[src/hdl/ipt_pkg.sv]
// shared types, constants and codes for the inverted page table
`timescale 1ns / 1ps
`default_nettype none
package ipt_pkg;

	localparam int ADDR_W         = 48;
	localparam int NUM_FRAMES_DEF = 64;
	localparam int TIME_W         = 64;
	localparam int CFG_IDX_W      = 2;
	localparam int CFG_DATA_W     = 7;

	// register indexes
	localparam logic [CFG_IDX_W-1:0] CFG_OFFSET_BITS   = 2'd0;
	localparam logic [CFG_IDX_W-1:0] CFG_FRAMES_IN_USE = 2'd1;
	localparam logic [CFG_IDX_W-1:0] CFG_POLICY        = 2'd2;

	// replacement policy codes
	localparam logic [1:0] POL_FIFO  = 2'd0;
	localparam logic [1:0] POL_LRU   = 2'd1;
	localparam logic [1:0] POL_CLOCK = 2'd2;

	typedef struct packed {
		logic [ADDR_W-1:0] logical_address;
		logic              write_access;
	} in_item_t;

	typedef struct packed {
		logic [ADDR_W-1:0] physical_address;
		logic              page_fault;
		logic              swap_in;
		logic              swap_out;
	} out_item_t;

	typedef struct packed {
		logic load;
		logic match;
		logic sel_hit;
		logic sel_free;
		logic sel_fifo;
		logic lru_start;
		logic lru_step;
		logic clk_start;
		logic clk_step;
		logic commit;
	} ipt_cmd_t;

	typedef struct packed {
		logic       hit;
		logic       have_free;
		logic       lru_done;
		logic       clk_done;
		logic [1:0] policy;
	} ipt_sts_t;

endpackage
`default_nettype wire

[src/hdl/ipt_ctrl.sv]
// controller: access sequencing and handshakes
`timescale 1ns / 1ps
`default_nettype none
module ipt_ctrl (
	input  wire                clk,
	input  wire                arst_n,
	input  wire                in_valid,
	output logic               in_ready,
	output logic               out_valid,
	input  wire                out_ready,
	input  ipt_pkg::ipt_sts_t  sts,
	output ipt_pkg::ipt_cmd_t  cmd
);
	import ipt_pkg::*;

	localparam logic [2:0] S_IDLE   = 3'd0;
	localparam logic [2:0] S_MATCH  = 3'd1;
	localparam logic [2:0] S_DECIDE = 3'd2;
	localparam logic [2:0] S_LRU    = 3'd3;
	localparam logic [2:0] S_CLK    = 3'd4;
	localparam logic [2:0] S_DONE   = 3'd5;

	logic [2:0] state_q;
	logic [2:0] state_d;
	logic       out_valid_q;

	// next state and commands
	always_comb begin
		state_d  = state_q;
		cmd      = '0;
		in_ready = 1'b0;
		case (state_q)
			S_IDLE: begin
				in_ready = 1'b1;
				if (in_valid) begin
					cmd.load = 1'b1;
					state_d  = S_MATCH;
				end
			end
			S_MATCH: begin
				cmd.match = 1'b1;
				state_d   = S_DECIDE;
			end
			S_DECIDE: begin
				if (sts.hit) begin
					cmd.sel_hit = 1'b1;
					state_d     = S_DONE;
				end else if (sts.have_free) begin
					cmd.sel_free = 1'b1;
					state_d      = S_DONE;
				end else begin
					case (sts.policy)
						POL_LRU: begin
							cmd.lru_start = 1'b1;
							state_d       = S_LRU;
						end
						POL_CLOCK: begin
							cmd.clk_start = 1'b1;
							state_d       = S_CLK;
						end
						default: begin
							cmd.sel_fifo = 1'b1;
							state_d      = S_DONE;
						end
					endcase
				end
			end
			S_LRU: begin
				cmd.lru_step = 1'b1;
				if (sts.lru_done)
					state_d = S_DONE;
			end
			S_CLK: begin
				cmd.clk_step = 1'b1;
				if (sts.clk_done)
					state_d = S_DONE;
			end
			S_DONE: begin
				if (!out_valid_q || out_ready) begin
					cmd.commit = 1'b1;
					state_d    = S_IDLE;
				end
			end
			default: state_d = S_IDLE;
		endcase
	end

	// state and output valid
	always_ff @(posedge clk or negedge arst_n) begin
		if (!arst_n) begin
			state_q     <= S_IDLE;
			out_valid_q <= 1'b0;
		end else begin
			state_q <= state_d;
			if (cmd.commit)
				out_valid_q <= 1'b1;
			else if (out_ready)
				out_valid_q <= 1'b0;
		end
	end

	assign out_valid = out_valid_q;

endmodule
`default_nettype wire

[config.mk]
export PLATFORM = sky130hd
export DESIGN_NAME = ipt_ctrl
export DESIGN_NICKNAME = d
export VERILOG_FILES = /design/src/hdl/ipt_pkg.sv /design/src/hdl/ipt_ctrl.sv
export SDC_FILE = /design/constraint.sdc
export NUM_CORES = 1
export LEC_CHECK = 0
export ABC_AREA = 1
export CORE_AREA = 5 5 42 44
export CTS_CLUSTER_DIAMETER = 30
export CTS_CLUSTER_SIZE = 16
export DETAILED_ROUTE_END_ITERATION = 7
export DIE_AREA = 0 0 47 49
export DONT_BUFFER_PORTS = 1
export PLACE_DENSITY = 0.45
export REMOVE_ABC_BUFFERS = 1
export SLEW_MARGIN = 10
export SYNTH_ARGS = -nofsm -noshare
export SYNTH_HDL_FRONTEND = slang
export SYNTH_SLANG_ARGS = --single-unit
[constraint.sdc]
create_clock -name clk -period 1.4 [get_ports clk]
set_clock_uncertainty 0.1 [all_clocks]
set_input_delay 0.14 -clock clk [delete_from_list [all_inputs] [get_ports clk]]
set_output_delay 0.14 -clock clk [all_outputs]
set_load 0.05 [all_outputs]
==> results of run 1 <==
==> routing by layer <==
layer	global-route usage	vias up	part of all wire
li1	-	235	-
met1	0.1236	203	0.37
met2	0.1584	17	0.51
met3	0.05166	2	0.095
met4	0.06912	0	0.015
met5	0	-	0
==> stage by stage <==
step / total power (W) / TNS (ns) / hold slack, ns
6_report: 0.001538 / -0.5599 / 0.01058
5_1_grt: 0.001635 / -1.197 / 0.04565
4_1_cts: 0.001430 / -0.7257 / 0.006048
3_5_place_dp: 0.001153 / 0 / -0.2555
3_3_place_gp: 0.001148 / 0 / -0.2555
2_1_floorplan: 0.0008582 / -3.580 / -0.2556
==> sequential cells by signal (all words and copies together), names as in the netlist <==
name and flops:
state_q 3, out_valid 1
==> final timing paths <==
path	from	to	slack (ns)	cells past startpoint
min in group asynchronous	arst_n	state_q[1]	0.08	1
max reg2reg	state_q[2]	state_q[2]	0.08	7
max in group asynchronous	arst_n	state_q[0]	0.92	1
min	sts[3]	state_q[1]	0.01	2
min reg2reg	out_valid	out_valid	0.44	2
max	state_q[2]	cmd[0]	-0.1	4
==> power by group through the flow <==
stage,Clock (W),Sequential (W),Combinational [W]
floorplan,0,0.000288,0.000570
detailed placement,0,0.000221,0.000932
global placement,0,0.000220,0.000928
CTS,0.000157,0.000234,0.00104
finish,0.000150,0.000240,0.00115
global route,0.000163,0.000245,0.00123
==> cell type report <==
type                       count  share of cell area
inverter                      13             0.07428
tap                           16             0.02899
sequential                     4              0.1467
multi-input combinational     45              0.4094
timing repair buffer          20              0.3080
clock buffer                   3             0.03261
==> logic make-up after synthesis <==
group	count (synthesis)	synth area share
compound gates	4	0.05406
fa+ha+maj	2	0.06756
buf+inv	14	0.1622
flops	4	0.2703
simple gates	39	0.4459
==> cell usage in the layout, fill, tap and decap left out, types with 4 or more instances in the layout <==
| master | count |
|---|---|
| buf_4 | 8 |
| buf_6 | 6 |
| inv_1 | 9 |
| nand2_1 | 15 |
| nand3_1 | 5 |
| nor2_1 | 4 |
| nor2_4 | 6 |
==> repair_timing <==
action	4_1_cts	5_1_grt
pin swaps	3	1
setup buffers	1	1
hold buffers	2	0
endpoints found under the hold margin	5	0
endpoints found under the setup margin	11	12
resized for setup	21	16
==> metrics.txt, run 1 <==
num rows=14; TritonCTS Buffers=3; Area contributors post-synth=dfrtp_1, nand2_1, inv_1; Syn Inst Count=63; classification of the worst setup path=flip-flop to output pin; wire per inst=10.89 um; Core Util, Final=0.4929; pin count of the biggest net entering global routing=11; post-route ant nets=0; period utilization=1.069; switching part of the total=0.5590; CTS Buffer Depth=2; antenna violations before repair=0; EDFF count, synth=0; largest area contributor in the netlist=dfrtp_1; fmax=0.6681 GHz; DRT Pass-1 Iters=2; Sink Count=4; Slew headroom=0.8396; die area=2303 sq um; delay of the slowest cell on the worst path=0.36 ns; Bufs and invs on worst path=2; sequential share of power=0.156; Non-Filler Instances=around 100; CP delay by family, top=buffers and inverters; Slew Limit Fails=0; post-synthesis cell type count=12; area share of the largest cell type after synthesis=0.2703; starting DRC count in detailed routing=2; final worst slack=-0.09687 ns; critical path's most frequent cell=buf_4; clock-pin slew of the registers on the worst-case setup and hold paths=0.04 ns; CP endpoint kind=output pin; clock power share=0.098; Syn Std Cell Area=370.4 sq um; fillcell total=151; HP Class=input port to flip-flop; CP Launch Type=flip-flop; vias post-DR=457; clk_lat worst skew=0.24 ns; worst path required time=1.16 ns; run status=finished with violations; Root Driver=clkbuf_4; area of the multi-input gates=282.8 sq um; GR Util All Layers=0.1093; Initial Util=0.2643; GRT overflow=0; FF/Latch Area=101.3 sq um; Avg Inst Size Synth=roughly 5.9 sq um; leakage=~0.35 nW; Vias per Instance=4.525; htree depth=1; Syn. warnings=0; sw power=0.0008598 W; CP Cell Sequence=buf_4 -> nand3_1 -> a21oi_1 -> buf_4; failing checks=negative setup slack; Tmin final=roughly 1.5 ns; power per cell area=2227 nW/um^2; final WL=1100 um; fraction of registers with async set/reset=1.000; sequential area share after synthesis=0.2703; vias in the first global route=448; first-pass GRT wire length=1807 um; Area Overhead vs Synth=86.49%; Final Cell Area=between 600 and 700 sq um; Die Span Y=49 um; share of layout cells above drive strength 1=0.4706; Worst VDD drop=approximately 640 uV; top-count cell post-synth=nand2_1; Main synth FF type=dfrtp_1; # IOs=22; Inst Count DP=94; CP Max Fanout=10; port bufs=0; placed instance area=516.7 sq um; worst slew pin tran=0.2397 ns; Int Power=0.0006783 W; DR DRC count=0; Final Hold Vio Count=0; antenna cells=0; Arr. time, crit path=about 1.3 ns; # setup viols final=9; # Max-Cap Violations=0; post-DP HPWL=805.9 um; number of nets in the layout=99; Commonest cells post-synth=nand2_1, inv_1, nor2_1, nand3_1, dfrtp_1; GPL Wtd Cong=a little over 0.7; DP Worst Slack=approximately 0.05 ns; die width=47 um; Worst path slowest cell=dfrtp_1; unrepaired setup endpoints after global routing=yes; Yosys reg bits=4; CTS tree=yes; core area=roughly 1400 sq um; combinational power share=0.747
No activity file was read; power rests on OpenSTA's default activity.
==> inputs of run 2 (changes only) <==
--- a/config.mk
+++ b/config.mk
@@ -6,13 +6,13 @@
 export NUM_CORES = 1
 export LEC_CHECK = 0
 export ABC_AREA = 1
+export BUFFER_PORTS_ARGS = -buffer_cell sky130_fd_sc_hd__buf_2
 export CORE_AREA = 5 5 42 44
 export CTS_CLUSTER_DIAMETER = 30
 export CTS_CLUSTER_SIZE = 16
 export DETAILED_ROUTE_END_ITERATION = 7
 export DIE_AREA = 0 0 47 49
-export DONT_BUFFER_PORTS = 1
-export PLACE_DENSITY = 0.45
+export PLACE_DENSITY = 0.59
 export REMOVE_ABC_BUFFERS = 1
 export SLEW_MARGIN = 10
 export SYNTH_ARGS = -nofsm -noshare
==> constraint.sdc (replaced) <==
create_clock -name clk -period 1.7 [get_ports clk]
set_clock_uncertainty 0.1 [all_clocks]
set_input_delay 0.17 -clock clk [delete_from_list [all_inputs] [get_ports clk]]
set_output_delay 0.17 -clock clk [all_outputs]
set_load 0.05 [all_outputs]
==> run 2 against run 1 <==
Net effect:
- the run now ends clean
- core utilization shrank 11 points
- non-clock buffer count grew 3
- via count grew 0.44%
- routed wire length shrank 13%
- combinational power shrank 39%
- critical endpoint is now cmd[5]
- worst setup slack gained 0.20 ns
- worst hold slack gained 0.11 ns
==> metrics.txt, run 2 (synthesis gave the netlist of run 1 again) <==
number of nets in the layout=between 100 and 150; CTS Buffer Depth=2; Slew headroom=0.8323; TritonCTS Buffers=3; starting DRC count in detailed routing=7; Arr. time, crit path=1.33 ns; port bufs=21; fmax=0.6261 GHz; Top reg by flops=state_q; classification of the worst setup path=flip-flop to output pin; commonest non-fill, non-tap cell in the layout=nand2_1; CTS tree=yes; Final Cell Area=541.8 sq um; worst slew pin tran=0.2534 ns; core area=between 1000 and 1500 sq um; Final Hold Vio Count=0; Root Driver=clkbuf_4; CP endpoint kind=output pin; sequential share of power=0.185; # setup viols final=0; Die Span Y=49 um; num rows=14; worst path required time=1.43 ns; pin count of the biggest net entering global routing=11; CP Max Fanout=4; max FFs per register=3; Area Overhead vs Synth=46.28%; run status=finished clean; Int Power=0.0004034 W; clock power share=0.117; period utilization=0.9396; sw power=0.0005958 W; htree depth=1; Worst VDD drop=513.5 uV; placed instance area=491.7 sq um; GR Util All Layers=0.09123; # Max-Cap Violations=0; die area=2303 sq um; DRT Pass-1 Iters=4; Sink Count=4; die width=47 um; DR DRC count=0; leakage=about 0.34 nW; antenna cells=0; Slew Limit Fails=0; postcts setup bufs=0; switching part of the total=0.5963; vias post-DR=459; share of layout cells above drive strength 1=0.3068; final WL=957 um; clk_lat worst skew=0.23 ns; GPL Wtd Cong=0.6972; combinational power share=0.698; GRT overflow=0; Initial Util=0.2643; vias in the first global route=410; Vias per Instance=4.413; most frequent cells in the layout=nand2_1, buf_2, inv_1, nor2_1, buf_4; # IOs=22; post-route ant nets=0; Design Power=about 0.0010 W; wire per inst=9.202 um; post-DP HPWL=approximately 780 um; CP Launch Type=flip-flop; Tmin final=1.597 ns; HP Class=input port to flip-flop; antenna violations before repair=0; R2R Setup Slk=approximately 0.45 ns; first-pass GRT wire length=1573 um; clock-pin slew of the registers on the worst-case setup and hold paths=roughly 0.040 ns; power per cell area=approximately 1800 nW/um^2
## run 2: cell type report
class	count	area, sq um
Sequential cell	4	100.1
Timing Repair Buffer	23	137.6
Fill cell	176	859.6
Inverter	13	48.80
Tap cell	16	20.02
Clock buffer	3	22.52
Multi-Input combinational cell	45	212.7
## run 2: final timing paths
kind                       cells past startpoint         end        from
min in group asynchronous                      2  state_q[0]      arst_n
min reg2reg                                    2   out_valid   out_valid
max                                            6      cmd[5]  state_q[2]
max in group asynchronous                      2  state_q[1]      arst_n
min                                            4   out_valid   out_ready
max reg2reg                                    7  state_q[2]  state_q[2]
## run 2: power by group through the flow
stage | registers [W] | logic (W) | clock network (W)
after global placement | 0.000184 | 0.000683 | 0
final | 0.000185 | 0.000698 | 0.000117
after detailed placement | 0.000185 | 0.000688 | 0
after global routing | 0.000192 | 0.000753 | 0.000125
after CTS | 0.000183 | 0.000696 | 0.000119
after floorplan | 0.000237 | 0.000470 | 0
## run 2: per-layer routing
layer	wire length, um	global-route usage	vias to the layer above
met3	80	0.02583	2
met5	0	0	-
met2	477	0.1471	14
li1	-	-	241
met1	385	0.1069	202
met4	13	0.04147	0
## run 2: worst max-delay path, stage by stage (launching register included)
cell and delay [ns]:
dfrtp_1 0.37, inv_1 0.11, nand2_1 0.07, nor2_2 0.14, inv_1 0.10, nor2_1 0.10
buf_4 0.20
## run 2: repair_timing
item                                    CTS  global route
hold endpoints to repair                  4             0
endpoints found under the setup margin    5             5
gates cloned                              0             0
hold buffers                              1             0
resized for setup                         5             2
## run 2: stage by stage
stage                 util  setup WS [ns]  instances  hold slack (ns)  setup TNS, ns
finish              0.3866         0.1027        104           0.1178              0
global route        0.3866     -0.0006279        104           0.1494     -0.0006708
CTS                 0.3830        0.02901        104           0.1145              0
detailed placement  0.3509         0.2332        100          -0.1230              0
global placement    0.3509         0.2552        100          -0.1228              0
floorplan                -        -0.3026         62          -0.2256         -1.170
==> inputs of run 3 (changes only) <==
--- a/config.mk
+++ b/config.mk
@@ -12,7 +12,7 @@
 export CTS_CLUSTER_SIZE = 16
 export DETAILED_ROUTE_END_ITERATION = 7
 export DIE_AREA = 0 0 47 49
-export PLACE_DENSITY = 0.59
+export PLACE_DENSITY = 0.64
 export REMOVE_ABC_BUFFERS = 1
 export SLEW_MARGIN = 10
 export SYNTH_ARGS = -nofsm -noshare
==> constraint.sdc (replaced) <==
create_clock -name clk -period 1.7 [get_ports clk]
set_clock_uncertainty 0.1 [all_clocks]
set_input_delay 0.51 -clock clk [delete_from_list [all_inputs] [get_ports clk]]
set_output_delay 0.51 -clock clk [all_outputs]
set_load 0.05 [all_outputs]
==> run 3 against run 2 <==
Net effect:
- the run now ends with negative setup slack left
- via count rose by 18%
- clock-buffer cell count did not move
- worst setup slack got worse by 0.30 ns
- register-to-register slack got worse by 0.40 ns
- critical path depth fell by 1
- core utilization rose by 24 points
- first-iteration DRC count fell by 29%
==> metrics.txt, run 3 (synthesis gave the netlist of run 1 again) <==
run status=finished with violations; failing checks=negative setup slack; period utilization=1.117; Non-Filler Instances=123; Tmin final=1.899 ns; CP Max Fanout=4; clk_lat worst skew=0.23 ns; max FFs per register=3; commonest non-fill, non-tap cell in the layout=buf_6; Top reg by flops=state_q; post-DP HPWL=819.6 um; fmax=between 0.5 and 0.6 GHz; hold slack=0.4650 ns; CP Launch Type=flip-flop; Die Span Y=49 um; Slew headroom=0.8357; die width=47 um; post-route ant nets=0; HP Class=flip-flop to flip-flop; GPL Wtd Cong=between 0.7 and 0.8; Final TNS setup=-1.205 ns; Root Driver=clkbuf_4; num rows=14; number of nets in the layout=121; power per cell area=around 1700 nW/um^2; port bufs=21; Arr. time, crit path=approximately 1.3 ns; Final Hold Vio Count=0; vias post-DR=540; die area=2303 sq um; antenna cells=0; final WL=1292 um; fillcell total=between 100 and 150; clock-pin slew of the registers on the worst-case setup and hold paths=0.03 ns; worst hold start=out_valid; final worst slack=-0.1994 ns; GR Util All Layers=0.1186; Min-Delay Endpoint=out_valid; htree depth=1; pin count of the biggest net entering global routing=7; classification of the worst setup path=flip-flop to output pin; GRT overflow=0; # Max-Cap Violations=0; Sink Count=4; reg2reg start=state_q[0]; CTS Buffer Depth=2; hold path cells=2; Worst VDD drop=about 590 uV; starting DRC count in detailed routing=5; worst path required time=1.09 ns; Initial Util=0.2643; worst slew pin tran=0.2481 ns; CP endpoint kind=output pin; Slew Limit Fails=0; Vias per Instance=4.390; Area Overhead vs Synth=138.2%; unrepaired setup endpoints after global routing=yes; # setup viols final=10; most frequent cells in the layout=buf_6, nand2_1, buf_4, buf_2, inv_1; TritonCTS Buffers=3; first-pass GRT wire length=2028 um; r2r worst-path depth=9; share of layout cells above drive strength 1=0.6636; DR DRC count=0; R2R Setup Slk=0.05 ns; DP Worst Slack=-0.2259 ns; Inst Count DP=108; leakage=between 0.4 and 0.5 nW; CTS tree=yes; DRT Pass-1 Iters=2; vias in the first global route=521; core area=~1400 sq um; antenna violations before repair=0; end of the worst register-to-register path=state_q[1]; # IOs=22; wire per inst=roughly 11 um
## run 3: changes by cell type in the layout (fill, tap and decap cells not counted), sizes merged
cell    previous run  this run
clkbuf             4         3
buf               21        41
## run 3: per-stage QoR
stage                     total power (W)  area (sq um)  utilization
after floorplan                 0.0007068         359.1            -
after global placement          0.0009389         551.8       0.3938
after detailed placement        0.0009461         551.8       0.3938
after CTS                        0.001299         773.2       0.5518
after global routing             0.001610         882.1       0.6295
final                            0.001501         882.1       0.6295
## run 3: layer usage
| layer | track usage | part of all wire | vias to the layer above |
|---|---|---|---|
| li1 | - | - | 281 |
| met5 | 0 | 0 | - |
| met1 | 0.1175 | 0.37 | 243 |
| met3 | 0.03690 | 0.059 | 0 |
| met4 | 0.05530 | 0 | 0 |
| met2 | 0.2104 | 0.58 | 16 |
## run 3: what timing repair did
item	CTS	global route
resized for setup	44	24
endpoints found under the hold margin	4	0
endpoints found under the setup margin	11	12
setup buffers	8	5
hold buffers	1	0
pin swaps	3	5
## run 3: worst max path at each step
stage	start	slack [ns]	to	depth (start not counted)
floorplan	state_q[2]	-0.53	cmd[8]	1
global placement	sts[4]	-0.21	cmd[2]	5
detailed placement	sts[0]	-0.23	cmd[5]	6
CTS	state_q[2]	-0.17	cmd[2]	6
global route	state_q[0]	-0.25	cmd[5]	5
finish	state_q[0]	-0.20	cmd[5]	5
## run 3: layout make-up
type                    count  area [sq um]  share of cell area
inverters                  13         51.30             0.05816
clock buffers               3         22.52             0.02553
well taps                  16         20.02             0.02270
flip-flops and latches      4         102.6              0.1163
repair buffers             42         375.4              0.4255
multi-input cells          45         310.3              0.3518
## run 3: power by group
part / switching, W / total [W] / internal [W]
Sequential: 0.0000570 / 0.000204 / 0.000147
Combinational: 0.000683 / 0.00118 / 0.000502
Clock: 0.0000331 / 0.000112 / 0.0000786
Total: 0.000773 / 0.00150 / 0.000728
## run 3: worst max-delay path, cell delays in order, from the launching register on
cell	delay [ns]
dfrtp_2	0.43
buf_6	0.13
nor2_4	0.16
inv_4	0.08
nor2_4	0.11
buf_8	0.15
